## src/design/assert_macros.svh

```systemverilog
// Assertion macros shared by the sort key encoder modules.
`ifndef ASSERT_MACROS_SVH
`define ASSERT_MACROS_SVH

// Checked on every rising edge of clk, suspended while rst_n is low.
`define U8SK_ASSERT(name, prop, msg) \
  name: assert property (@(posedge clk) disable iff (!rst_n) prop) else $error(msg);

// Checked on every rising edge of clk, reset included.
`define U8SK_ASSERT_ALWAYS(name, prop, msg) \
  name: assert property (@(posedge clk) prop) else $error(msg);

`endif

```

## src/design/u8sk_pkg.sv

```systemverilog
// Shared types, constants and fold tables for the UTF-8 sort key encoder.
package u8sk_pkg;

  localparam int BYTE_W      = 8;
  localparam int CODE_W      = 21;
  localparam int WORD_W      = 15;
  localparam int TDATA_OUT_W = 16;
  localparam int QUEUE_DEPTH = 4;

  typedef logic [CODE_W-1:0] code_t;
  typedef logic [1:0]        rem_t;

  typedef struct packed {
    logic  valid;
    code_t code;
  } u8sk_push_t;

  localparam logic [7:0] LATIN1_ROM [32] = '{
    "a", "a", "a", "a", "a", "a", "a", "c",
    "e", "e", "e", "e", "i", "i", "i", "i",
    "d", "n", "o", "o", "o", "o", "o", "o",
    "o", "u", "u", "u", "u", "y", "t", "s"
  };

  localparam logic [7:0] LATIN_EXT_A_ROM [64] = '{
    "a", "a", "a", "c", "c", "c", "c", "d",
    "d", "e", "e", "e", "e", "e", "g", "g",
    "g", "g", "h", "h", "i", "i", "i", "i",
    "i", "i", "j", "k", "k", "l", "l", "l",
    "l", "l", "n", "n", "n", "n", "o", "o",
    "o", "o", "r", "r", "r", "s", "s", "s",
    "s", "t", "t", "t", "u", "u", "u", "u",
    "u", "u", "w", "y", "z", "z", "z", "z"
  };

  // Case fold and Latin-1 / Latin Extended-A transliteration.
  function automatic code_t fold_code(input code_t cp);
    code_t r;
    r = cp;
    if (cp[CODE_W-1:8] == '0) begin
      if (cp[7:0] >= 8'h41 && cp[7:0] <= 8'h5A) begin
        r = cp + code_t'(8'h20);
      end else if (cp[7:0] >= 8'hC0) begin
        r = code_t'(LATIN1_ROM[cp[4:0]]);
      end
    end else if (cp[CODE_W-1:8] == (CODE_W-8)'(1) && !cp[7]) begin
      r = code_t'(LATIN_EXT_A_ROM[cp[6:1]]);
    end
    return r;
  endfunction

endpackage

```

## src/design/u8sk_front.sv

```systemverilog
// Front end: UTF-8 byte decoder and codepoint fold, pushes finished codes.
`include "assert_macros.svh"

module u8sk_front
  import u8sk_pkg::*;
(
  input  logic              clk,
  input  logic              rst_n,
  input  logic              in_tvalid,
  output logic              in_tready,
  input  logic [BYTE_W-1:0] in_tdata,   // [7:0] byte_in
  input  logic              q_full,
  output u8sk_push_t        push
);

  code_t partial_r, partial_nxt;
  rem_t  rem_r, rem_nxt;
  code_t shifted;
  logic  accept;
  logic [BYTE_W-1:0] b;

  assign in_tready = !q_full;
  assign accept    = in_tvalid && in_tready;
  assign b         = in_tdata;
  assign shifted   = {partial_r[CODE_W-7:0], b[5:0]};

  always_comb begin
    partial_nxt = partial_r;
    rem_nxt     = rem_r;
    push.valid  = 1'b0;
    push.code   = fold_code(shifted);
    if (accept) begin
      priority if (b == '0) begin
        partial_nxt = '0;
        rem_nxt     = '0;
      end else if (rem_r == '0) begin
        priority if (!b[7]) begin
          push.valid = 1'b1;
          push.code  = fold_code(code_t'(b));
        end else if (b[7:5] == 3'b110) begin
          partial_nxt = code_t'(b[4:0]);
          rem_nxt     = 2'd1;
        end else if (b[7:4] == 4'b1110) begin
          partial_nxt = code_t'(b[3:0]);
          rem_nxt     = 2'd2;
        end else begin
          partial_nxt = code_t'(b[2:0]);
          rem_nxt     = 2'd3;
        end
      end else begin
        rem_nxt = rem_r - 2'd1;
        if (rem_r == 2'd1) begin
          push.valid  = 1'b1;
          partial_nxt = '0;
        end else begin
          partial_nxt = shifted;
        end
      end
    end
  end

  always_ff @(posedge clk) begin
    if (!rst_n) begin
      partial_r <= '0;
      rem_r     <= '0;
    end else begin
      partial_r <= partial_nxt;
      rem_r     <= rem_nxt;
    end
  end

  `U8SK_ASSERT(a_idle_partial_clear, (rem_r == '0) |-> (partial_r == '0), "partial left set")
  `U8SK_ASSERT(a_push_on_accept, push.valid |-> (in_tvalid && in_tready), "push without request")

endmodule

```

## src/design/u8sk_queue.sv

```systemverilog
// Small code queue between the decoder and the word serializer.
`include "assert_macros.svh"

module u8sk_queue
  import u8sk_pkg::*;
#(
  parameter int DEPTH = QUEUE_DEPTH
)(
  input  logic       clk,
  input  logic       rst_n,
  input  u8sk_push_t push,
  output logic       full,
  input  logic       pop,
  output code_t      head_code,
  output logic       empty
);

  localparam int PW = (DEPTH > 1) ? $clog2(DEPTH) : 1;
  localparam int CW = $clog2(DEPTH + 1);

  code_t         mem_r [DEPTH];
  logic [PW-1:0] wr_ptr_r, wr_ptr_nxt;
  logic [PW-1:0] rd_ptr_r, rd_ptr_nxt;
  logic [CW-1:0] count_r, count_nxt;

  assign full      = (count_r == CW'(DEPTH));
  assign empty     = (count_r == '0);
  assign head_code = mem_r[rd_ptr_r];

  always_comb begin
    wr_ptr_nxt = wr_ptr_r;
    rd_ptr_nxt = rd_ptr_r;
    if (push.valid) begin
      wr_ptr_nxt = (wr_ptr_r == PW'(DEPTH - 1)) ? '0 : wr_ptr_r + PW'(1);
    end
    if (pop) begin
      rd_ptr_nxt = (rd_ptr_r == PW'(DEPTH - 1)) ? '0 : rd_ptr_r + PW'(1);
    end
    count_nxt = count_r + CW'(push.valid) - CW'(pop);
  end

  always_ff @(posedge clk) begin
    if (!rst_n) begin
      wr_ptr_r <= '0;
      rd_ptr_r <= '0;
      count_r  <= '0;
    end else begin
      wr_ptr_r <= wr_ptr_nxt;
      rd_ptr_r <= rd_ptr_nxt;
      count_r  <= count_nxt;
    end
  end

  always_ff @(posedge clk) begin
    if (push.valid) begin
      mem_r[wr_ptr_r] <= push.code;
    end
  end

  `U8SK_ASSERT(a_count_bound, count_r <= CW'(DEPTH), "queue overfilled")
  `U8SK_ASSERT(a_no_push_full, push.valid |-> !full, "push into full queue")
  `U8SK_ASSERT(a_no_pop_empty, pop |-> !empty, "pop from empty queue")

endmodule

```

## src/design/u8sk_back.sv

```systemverilog
// Back end: splits each code into one or two 15-bit words, registered output.
`include "assert_macros.svh"

module u8sk_back
  import u8sk_pkg::*;
(
  input  logic                   clk,
  input  logic                   rst_n,
  input  code_t                  head_code,
  input  logic                   empty,
  output logic                   pop,
  output logic                   out_tvalid,
  input  logic                   out_tready,
  output logic [TDATA_OUT_W-1:0] out_tdata,  // [14:0] sort_word, [15] zero
  output logic                   out_tlast   // last_word
);

  logic              out_valid_r, out_valid_nxt;
  logic [WORD_W-1:0] word_r, word_nxt;
  logic              last_r, last_nxt;
  logic              hi_done_r, hi_done_nxt;
  logic              load;
  logic              two_words;

  assign load      = !empty && (!out_valid_r || out_tready);
  assign two_words = (head_code[CODE_W-1:WORD_W] != '0);

  always_comb begin
    word_nxt      = word_r;
    last_nxt      = last_r;
    hi_done_nxt   = hi_done_r;
    pop           = 1'b0;
    out_valid_nxt = out_tready ? 1'b0 : out_valid_r;
    if (load) begin
      out_valid_nxt = 1'b1;
      if (two_words && !hi_done_r) begin
        word_nxt    = WORD_W'(head_code[CODE_W-1:WORD_W]);
        last_nxt    = 1'b0;
        hi_done_nxt = 1'b1;
      end else begin
        word_nxt    = head_code[WORD_W-1:0];
        last_nxt    = 1'b1;
        hi_done_nxt = 1'b0;
        pop         = 1'b1;
      end
    end
  end

  always_ff @(posedge clk) begin
    if (!rst_n) begin
      out_valid_r <= 1'b0;
      hi_done_r   <= 1'b0;
    end else begin
      out_valid_r <= out_valid_nxt;
      hi_done_r   <= hi_done_nxt;
    end
  end

  always_ff @(posedge clk) begin
    word_r <= word_nxt;
    last_r <= last_nxt;
  end

  assign out_tvalid = out_valid_r;
  assign out_tdata  = TDATA_OUT_W'(word_r);
  assign out_tlast  = last_r;

  `U8SK_ASSERT(a_hi_keeps_head, hi_done_r |-> !empty, "head lost before low word")
  `U8SK_ASSERT(a_hi_word_phase, (out_valid_r && !last_r) |-> hi_done_r, "high word out of phase")

endmodule

```

## src/design/utf8_sort_key_encoder.sv

```systemverilog
// UTF-8 sort key encoder top level: decoder, code queue and word serializer.
//
// Takes one UTF-8 byte per request on the in_ channel and, for each completed
// character, gives the case-folded / transliterated codepoint on the out_
// channel: one 15-bit word with tlast set when the code is below 0x8000,
// otherwise the high bits first (tlast low) and then the low 15 bits. A zero
// byte drops any partial sequence and gives nothing. The decoder takes a byte
// every cycle while the code queue has room; the serializer gives one word per
// cycle while the code queue holds a code and the out_ receiver is ready. The
// finished code of a character passes through the code queue and then the
// registered output word on its way to the out_ channel.
module utf8_sort_key_encoder
  import u8sk_pkg::*;
#(
  parameter int QUEUE_DEPTH_P = QUEUE_DEPTH
)(
  input  logic                   clk,
  input  logic                   rst_n,
  input  logic                   in_tvalid,
  output logic                   in_tready,
  input  logic [BYTE_W-1:0]      in_tdata,   // [7:0] byte_in
  output logic                   out_tvalid,
  input  logic                   out_tready,
  output logic [TDATA_OUT_W-1:0] out_tdata,  // [14:0] sort_word, [15] zero
  output logic                   out_tlast   // last_word
);

  u8sk_push_t push;
  logic       q_full;
  logic       q_empty;
  logic       q_pop;
  code_t      head_code;

  u8sk_front u_front (
    .clk       (clk),
    .rst_n     (rst_n),
    .in_tvalid (in_tvalid),
    .in_tready (in_tready),
    .in_tdata  (in_tdata),
    .q_full    (q_full),
    .push      (push)
  );

  u8sk_queue #(
    .DEPTH (QUEUE_DEPTH_P)
  ) u_queue (
    .clk       (clk),
    .rst_n     (rst_n),
    .push      (push),
    .full      (q_full),
    .pop       (q_pop),
    .head_code (head_code),
    .empty     (q_empty)
  );

  u8sk_back u_back (
    .clk        (clk),
    .rst_n      (rst_n),
    .head_code  (head_code),
    .empty      (q_empty),
    .pop        (q_pop),
    .out_tvalid (out_tvalid),
    .out_tready (out_tready),
    .out_tdata  (out_tdata),
    .out_tlast  (out_tlast)
  );

endmodule

```

## config.mk

```make
export PLATFORM = sky130hd
export DESIGN_NAME = utf8_sort_key_encoder
export DESIGN_NICKNAME = d
export VERILOG_FILES = /design/src/design/u8sk_pkg.sv /design/src/design/u8sk_front.sv /design/src/design/u8sk_queue.sv /design/src/design/u8sk_back.sv /design/src/design/utf8_sort_key_encoder.sv
export VERILOG_INCLUDE_DIRS = /design/src /design/src/design
export SDC_FILE = /design/constraint.sdc
export NUM_CORES = 1
export LEC_CHECK = 0
export BUFFER_PORTS_ARGS = -buffer_cell sky130_fd_sc_hd__buf_4
export CAP_MARGIN = 20
export CORE_ASPECT_RATIO = 2
export CORE_UTILIZATION = 55
export DETAILED_ROUTE_END_ITERATION = 10
export PLACE_DENSITY = 0.74
export SLEW_MARGIN = 20
export SYNTH_ARGS = -nofsm -noshare
export SYNTH_HDL_FRONTEND = slang
export SYNTH_HIERARCHICAL = 1
export SYNTH_SLANG_ARGS = --single-unit
```

## constraint.sdc

```tcl
create_clock -name clk -period 3.5 [get_ports clk]
set_clock_uncertainty 0.15 [all_clocks]
set_input_delay 0.35 -clock clk [delete_from_list [all_inputs] [get_ports clk]]
set_output_delay 0.35 -clock clk [all_outputs]
set_load 0.03 [all_outputs]
```

==> flow_summary_export.csv, run 1 <==
group,metric,value,unit
status,status,"complete, no violations",
timing,worst_slack,0.2451,ns
clocking,clock_path_buffers,2,
clocking,path_clk_slew,0.05,ns
route,first_iter_violations,216,
yosys,synth_cells,444,
route,wl_per_cell,19.98,um
worst_setup_path,path_class,"flip-flop to flip-flop",
route,drcViolationCount,0,
clocking,htreeDepth,4,
worst_setup_path,crit_family,"adder cells",
route,ant_nets,0,
final_layout,design_area,6949,sq um
global_route,use_met2,44.77,%
floorplan,dieWidth,76.54,um
clocking,root_buffer,"clkbuf_16",
global_route,grt_pass1_wl,20240,um
timing,fin_crit_sh,93.00,%
yosys,syn_avg_cell_area,13.76,sq um
global_route,gr-usage-met1,23.83,%
timing,hold_viol_final,0,
worst_setup_path,arrival,3.40,ns
hold_path,hold_path_class,"input pin to flip-flop",
yosys,yosysTopAreaCell,"edfxtp_1",
placement,place_ws,0.2512,ns
worst_setup_path,crit_buf_inv,2,
worst_setup_path,path_max_fanout,4,
yosys,synthFlopType,"edfxtp_1",
power,powerDensity,676.3,nW/um^2
timing,min_period,3.255,ns
yosys,ys_warn_count,6,
floorplan,std_cell_rows,54,
route,vias,3897,
route,drtPass1Iterations,5,
worst_setup_path,crit_top_cell,"ha_1",
timing,rsz0062_at_grt,"no",
global_route,top_usage_layer,"met2",
placement,portBuffers,29,
clocking,cts_num_sinks,128,
route,viasPerCell,6.147,
clocking,cts_tree,"yes",
clocking,insertion_delay,0.41,ns
run,cap_violations,0,
global_route,grtUsageMet3,6.084,%
yosys,synth_compound_area_share,12.24,%
final_layout,drive_above_1_share,25.30,%
worst_setup_path,cp-start-kind,"flip-flop",
yosys,synthesis.nets,468,
worst_setup_path,crit_path_end_kind,"flip-flop",
floorplan,core,10880,sq um
timing,fmax,307.2,MHz
yosys,synth_edf_count,100,
yosys,async_flop_share,0,%
global_route,overflow,0,
power,ir_drop,0.4214,mV
final_layout,antenna_cells,0,
clocking,cts_setup_buffers,0,
yosys,syn_area,6111,sq um
worst_setup_path,required,3.65,ns
global_route,track_usage,23.98,%
yosys,synth_top_area_share,49.14,%
clocking,holdBufCountCts,0,
yosys,synth_top_family_by_area,"simple AND/OR/NAND/NOR gates",
yosys,ys_seq_elements,128,
timing,finalSetupTns,0,ns
timing,setup_violations,0,
yosys,synth.area.top_cells,"edfxtp_1, dfxtp_1, mux4_2",
timing,worst_pin_slew,0.7853,ns
global_route,grt_pass1_vias,3812,
timing,relSlewSlack,47.40,%
yosys,synth-simple-area-share,13.72,%
clocking,cts_buffers,17,
placement,post-dp-hpwl,8981,um
worst_setup_path,cpPeakStageDelay,0.52,ns
floorplan,start_util,56.18,%
floorplan,die_area,11560,sq um
placement,routabilityCongestion,0.9304,
final_layout,syn2layout_area_growth,13.72,%
floorplan,dieHeight,151.1,um
global_route,grt_start_max_net_pins,31,
clocking,cts_resized,0,
floorplan,ioPinCount,31,
yosys,netlist-cell-type-count,77,
global_route,antenna_found_initial,0,
yosys,synthAdderAreaFrac,2.580,%
yosys,synth_xor_xnor_area_share,0.3890,%
worst_setup_path,path_cells,"buf_4 -> mux4_2 -> nor4_2 -> a21o_4 -> and2_2 -> ha_1 -> inv_1 -> ha_1 -> fa_1 -> xor3_1 -> nor2_1",
final_layout,nets,505,
timing,maxSlewViolCount,0,
yosys,synth.area.mux_share,8.292,%
power,leakage,2.443,nW
placement,placed_cell_area,6426,sq um
worst_setup_path,critPathSlowestCell,"mux4_2",
yosys,ys_seq_area_share,58.31,%
route,drt_wl_total,12670,um
cells by family after synthesis:
group | after synthesis
buffers and inverters | 46
AO/OA/AOI/OAI | 97
other | 1
XOR/XNOR | 1
adder cells (fa/ha/maj) | 12
multiplexers | 24
flip-flops | 128
AND/OR/NAND/NOR | 135
state kept, by name, summed over array words and instances (netlist names), named ones only:
signal             cells
u_queue/count_r        3
u_queue/rd_ptr_r       2
u_back/out_tlast       1
u_front/partial_r     15
u_back/word_r         15
u_queue/wr_ptr_r       2
u_back/hi_done_r       1
u_front/rem_r          2
u_queue/mem_r         84
u_back/out_tvalid      1
final cells by class:
type / instances / area, sq um
Sequential cell: 128 / 3563
Inverter: 19 / 71.32
Multi-Input combinational cell: 270 / 2278
Timing Repair Buffer: 45 / 337.8
Fill cell: 823 / 3929
Clock buffer: 17 / 425.4
Tap cell: 140 / 175.2
Clock inverter: 15 / 97.59
worst paths after layout:
check,from,endpoint,slack (ns),cells after the start
max reg2reg,flip-flop,u_queue/count_r[2],0.25,11
min reg2reg,u_queue/wr_ptr_r[0],u_queue/wr_ptr_r[0],0.38,2
max,flip-flop,u_queue/count_r[2],0.25,11
min,out_tready,u_back/out_tvalid,0.12,3
stage by stage:
step,hold slack [ns],total power [mW],std cells,util [%]
2_1_floorplan,0.3178,2.866,444,-
3_3_place_gp,0.3548,3.197,602,59.08
3_5_place_dp,0.3727,3.232,602,59.08
4_1_cts,0.1043,4.748,634,63.88
5_1_grt,0.1239,4.914,634,63.88
6_report,0.1227,4.700,634,63.88
per-layer routing:
layer,up-vias,wire (um)
met4,0,452
met2,128,7167
met1,1939,4571
li1,1801,-
met3,29,478
met5,-,0
worst min-delay path, stage by stage:
cell	delay [ns]
buf_4	0.08
nor2b_1	0.05
o21a_1	0.16
cell usage in the layout, fill, tap and decap left out, drive strengths merged, types with 8 or more instances in the layout:
cell type,n
a21oi,16
a22o,9
a22oi,10
and2,30
buf,45
clkbuf,17
clkinv,11
dfxtp,28
edfxtp,100
ha,11
inv,20
mux4,21
nand2,18
nand3,8
nor2,17
nor2b,17
o21ai,13
cells in the mapped netlist (4+ instances only):
library cell / count
o211ai_1: 5
clkbuf_1: 5
and2_2: 8
mux4_2: 20
buf_6: 10
nor4_2: 4
dfxtp_1: 28
ha_1: 11
and3_1: 6
nor3_1: 6
edfxtp_1: 100
a32o_1: 4
a31oi_1: 6
buf_2: 7
a211oi_1: 4
inv_1: 19
nand2b_1: 5
nor2b_1: 17
nor2_1: 17
a21oi_1: 16
nand3_1: 8
and2_1: 22
a22oi_1: 10
nand2_1: 17
o21ai_0: 12
a22o_1: 8
or3_1: 4
where the power goes:
group | total, mW | internal [mW] | switching [mW]
clock | 1.51 | 0.894 | 0.620
sequential | 1.98 | 1.90 | 0.0794
combinational | 1.21 | 0.495 | 0.710
total | 4.70 | 3.29 | 1.41
No activity file was read; power rests on OpenSTA's default activity.
==> inputs of run 2 (changes only) <==
Settings changed: CORE_UTILIZATION 55 to 66, CTS_CLUSTER_DIAMETER set to 150, PLACE_DENSITY 0.74 to 0.83.
Clock period 3.5 ns to 4.02 ns, I/O delays scaled along.
==> run 2 against run 1 <==
Non-clock buffer count is 7 lower. Core utilization is 13 points higher. Hold slack better by 0.058 ns. Die area is 16% lower. Sequential power is 12% lower. Sequential share of layout area hardly changed. Setup slack better by 0.21 ns. Flip-flop and latch count stayed put. Total power is 7.4% lower. Critical path type unchanged. Largest power group unchanged.
==> flow_summary_export.csv, run 2 (synthesis gave the netlist of run 1 again) <==
group,metric,value,unit
clocking,cts_num_sinks,128,
hold_path,hold_path_class,"input pin to flip-flop",
route,viasPerCell,6.601,
floorplan,std_cell_rows,49,
timing,fin_crit_sh,88.77,%
timing,finalSetupTns,0,ns
status,status,"complete, no violations",
timing,maxSlewViolCount,0,
placement,post-dp-hpwl,8864,um
final_layout,largest_reg_flops,84,
floorplan,start_util,67.81,%
timing,whs,0.1807,ns
global_route,grt_pass1_vias,4019,
floorplan,die_area,9671,sq um
worst_setup_path,reg2reg_depth,10,
floorplan,ioPinCount,31,
final_layout,antenna_cells,0,
power,total_power,4.350,mW
clocking,root_buffer,"clkbuf_16",
final_layout,multi_input_area,2278,sq um
route,drcViolationCount,0,
placement,portBuffers,29,
worst_setup_path,critPathSlowestCell,"mux4_1",
timing,min_period,3.569,ns
power,p_int,3.141,mW
worst_setup_path,arrival,3.71,ns
power,powerDensity,626.0,nW/um^2
clocking,cts_tree,"yes",
hold_path,hold_path_depth,3,
final_layout,layout_commonest_cell,"edfxtp_1",
placement,placed_cell_area,6326,sq um
worst_setup_path,rrSetupSlack,0.45,ns
final_layout,fin_util,77.09,%
worst_setup_path,crit_path_end_kind,"flip-flop",
run,cap_violations,0,
global_route,track_usage,30.28,%
hold_path,whs_endpoint,"u_back/out_tvalid",
timing,worst_slack,0.4514,ns
final_layout,design_area,6948,sq um
power,p_clk_share,36.2,%
final_layout,nFillCells,533,
worst_setup_path,cp-start-kind,"flip-flop",
clocking,htreeDepth,4,
floorplan,dieWidth,70.04,um
final_layout,largest_register,"u_queue/mem_r",
power,p_switching,1.208,mW
global_route,overflow,0,
power,comb_power_share,23.9,%
timing,fmax,280.2,MHz
final_layout,drive_above_1_share,23.20,%
final_layout,mostFrequentLayoutCells,"edfxtp_1, buf_4, dfxtp_1",
final_layout,regArea,3563,sq um
route,wl_per_cell,22.97,um
worst_setup_path,path_class,"flip-flop to flip-flop",
worst_setup_path,required,4.16,ns
route,ant_nets,0,
route,drtPass1Iterations,5,
clocking,cts_buffers,17,
clocking,cts_setup_buffers,0,
final_layout,top_regs,"u_queue/mem_r: 84 flops, u_back/word_r: 15 flops, u_front/partial_r: 15 flops",
final_layout,syn2layout_area_growth,13.70,%
timing,relSlewSlack,40.47,%
final_layout,nets,498,
floorplan,dieHeight,138.1,um
route,vias,3888,
power,seqPwrFrac,40.0,%
timing,hold_viol_final,0,
clocking,path_clk_slew,0.05,ns
global_route,grt_start_max_net_pins,32,
worst_setup_path,crit_top_cell,"ha_1",
final_layout,layout.cells.non_filler,589,
clocking,holdBufCountCts,0,
clocking,clock_path_buffers,2,
route,first_iter_violations,209,
global_route,grt_pass1_wl,21610,um
placement,place_ws,0.4518,ns
clocking,insertion_delay,0.40,ns
floorplan,core,9012,sq um
placement,dpl.cell_count,557,
worst_setup_path,r2r-end,"u_queue/count_r[2]",
hold_path,hold_start,"out_tready",
timing,setup_violations,0,
worst_setup_path,path_max_fanout,17,
clocking,cts_resized,0,
timing,rsz0062_at_grt,"no",
power,ir_drop,0.3603,mV
global_route,antenna_found_initial,0,
worst_setup_path,cpPeakStageDelay,0.68,ns
power,netSwitchingFraction,27.78,%
power,leakage,2.454,nW
placement,routabilityCongestion,0.9219,
worst_setup_path,path_cells,"mux4_1 -> nor4_2 -> a21o_4 -> and2_2 -> ha_1 -> inv_1 -> ha_1 -> fa_1 -> xor3_1 -> nor2_1",
timing,worst_pin_slew,0.8888,ns
route,drt_wl_total,13530,um
run 2: how the worst max path moves through the flow:
stage	from	endpoint	cells past startpoint
floorplan	flip-flop	u_queue/count_r[2]	12
global placement	flip-flop	u_queue/count_r[2]	10
detailed placement	flip-flop	u_queue/count_r[2]	10
CTS	flip-flop	u_queue/count_r[2]	10
global route	flip-flop	u_queue/count_r[2]	10
finish	flip-flop	u_queue/count_r[2]	10
run 2: area by class of cell:
class | instances | share of cell area [%]
flip-flops and latches | 128 | 51.29
multi-input cells | 270 | 32.79
clock buffers | 26 | 7.473
repair buffers | 38 | 4.106
well taps | 102 | 1.837
clock inverters | 6 | 1.477
inverters | 19 | 1.026
run 2: worst max-delay path: cells and delay by family (launching register included):
| kind | cells | cell delay [ns] |
|---|---|---|
| adders and majority gates | 3 | 0.68 |
| buffers and inverters | 1 | 0.04 |
| xor gates and xnor gates | 1 | 0.37 |
| muxes | 1 | 0.68 |
| AOI/OAI and AO/OA | 1 | 0.27 |
| DFF | 1 | 0.62 |
| and+or+nand+nor | 3 | 0.63 |
run 2: layer usage:
layer / wire [um] / GRT usage (%)
met3: 529 / 7.289
met2: 7566 / 54.10
met4: 537 / 15.58
met1: 4897 / 32.42
met5: 0 / 0
run 2: power groups by stage:
stage	Clock (mW)	Combinational, mW	Sequential [mW]
3_3_place_gp	0	1.00	1.75
3_5_place_dp	0	1.03	1.76
2_1_floorplan	0	0.574	1.92
4_1_cts	1.58	1.04	1.74
6_report	1.57	1.04	1.74
5_1_grt	1.65	1.11	1.76
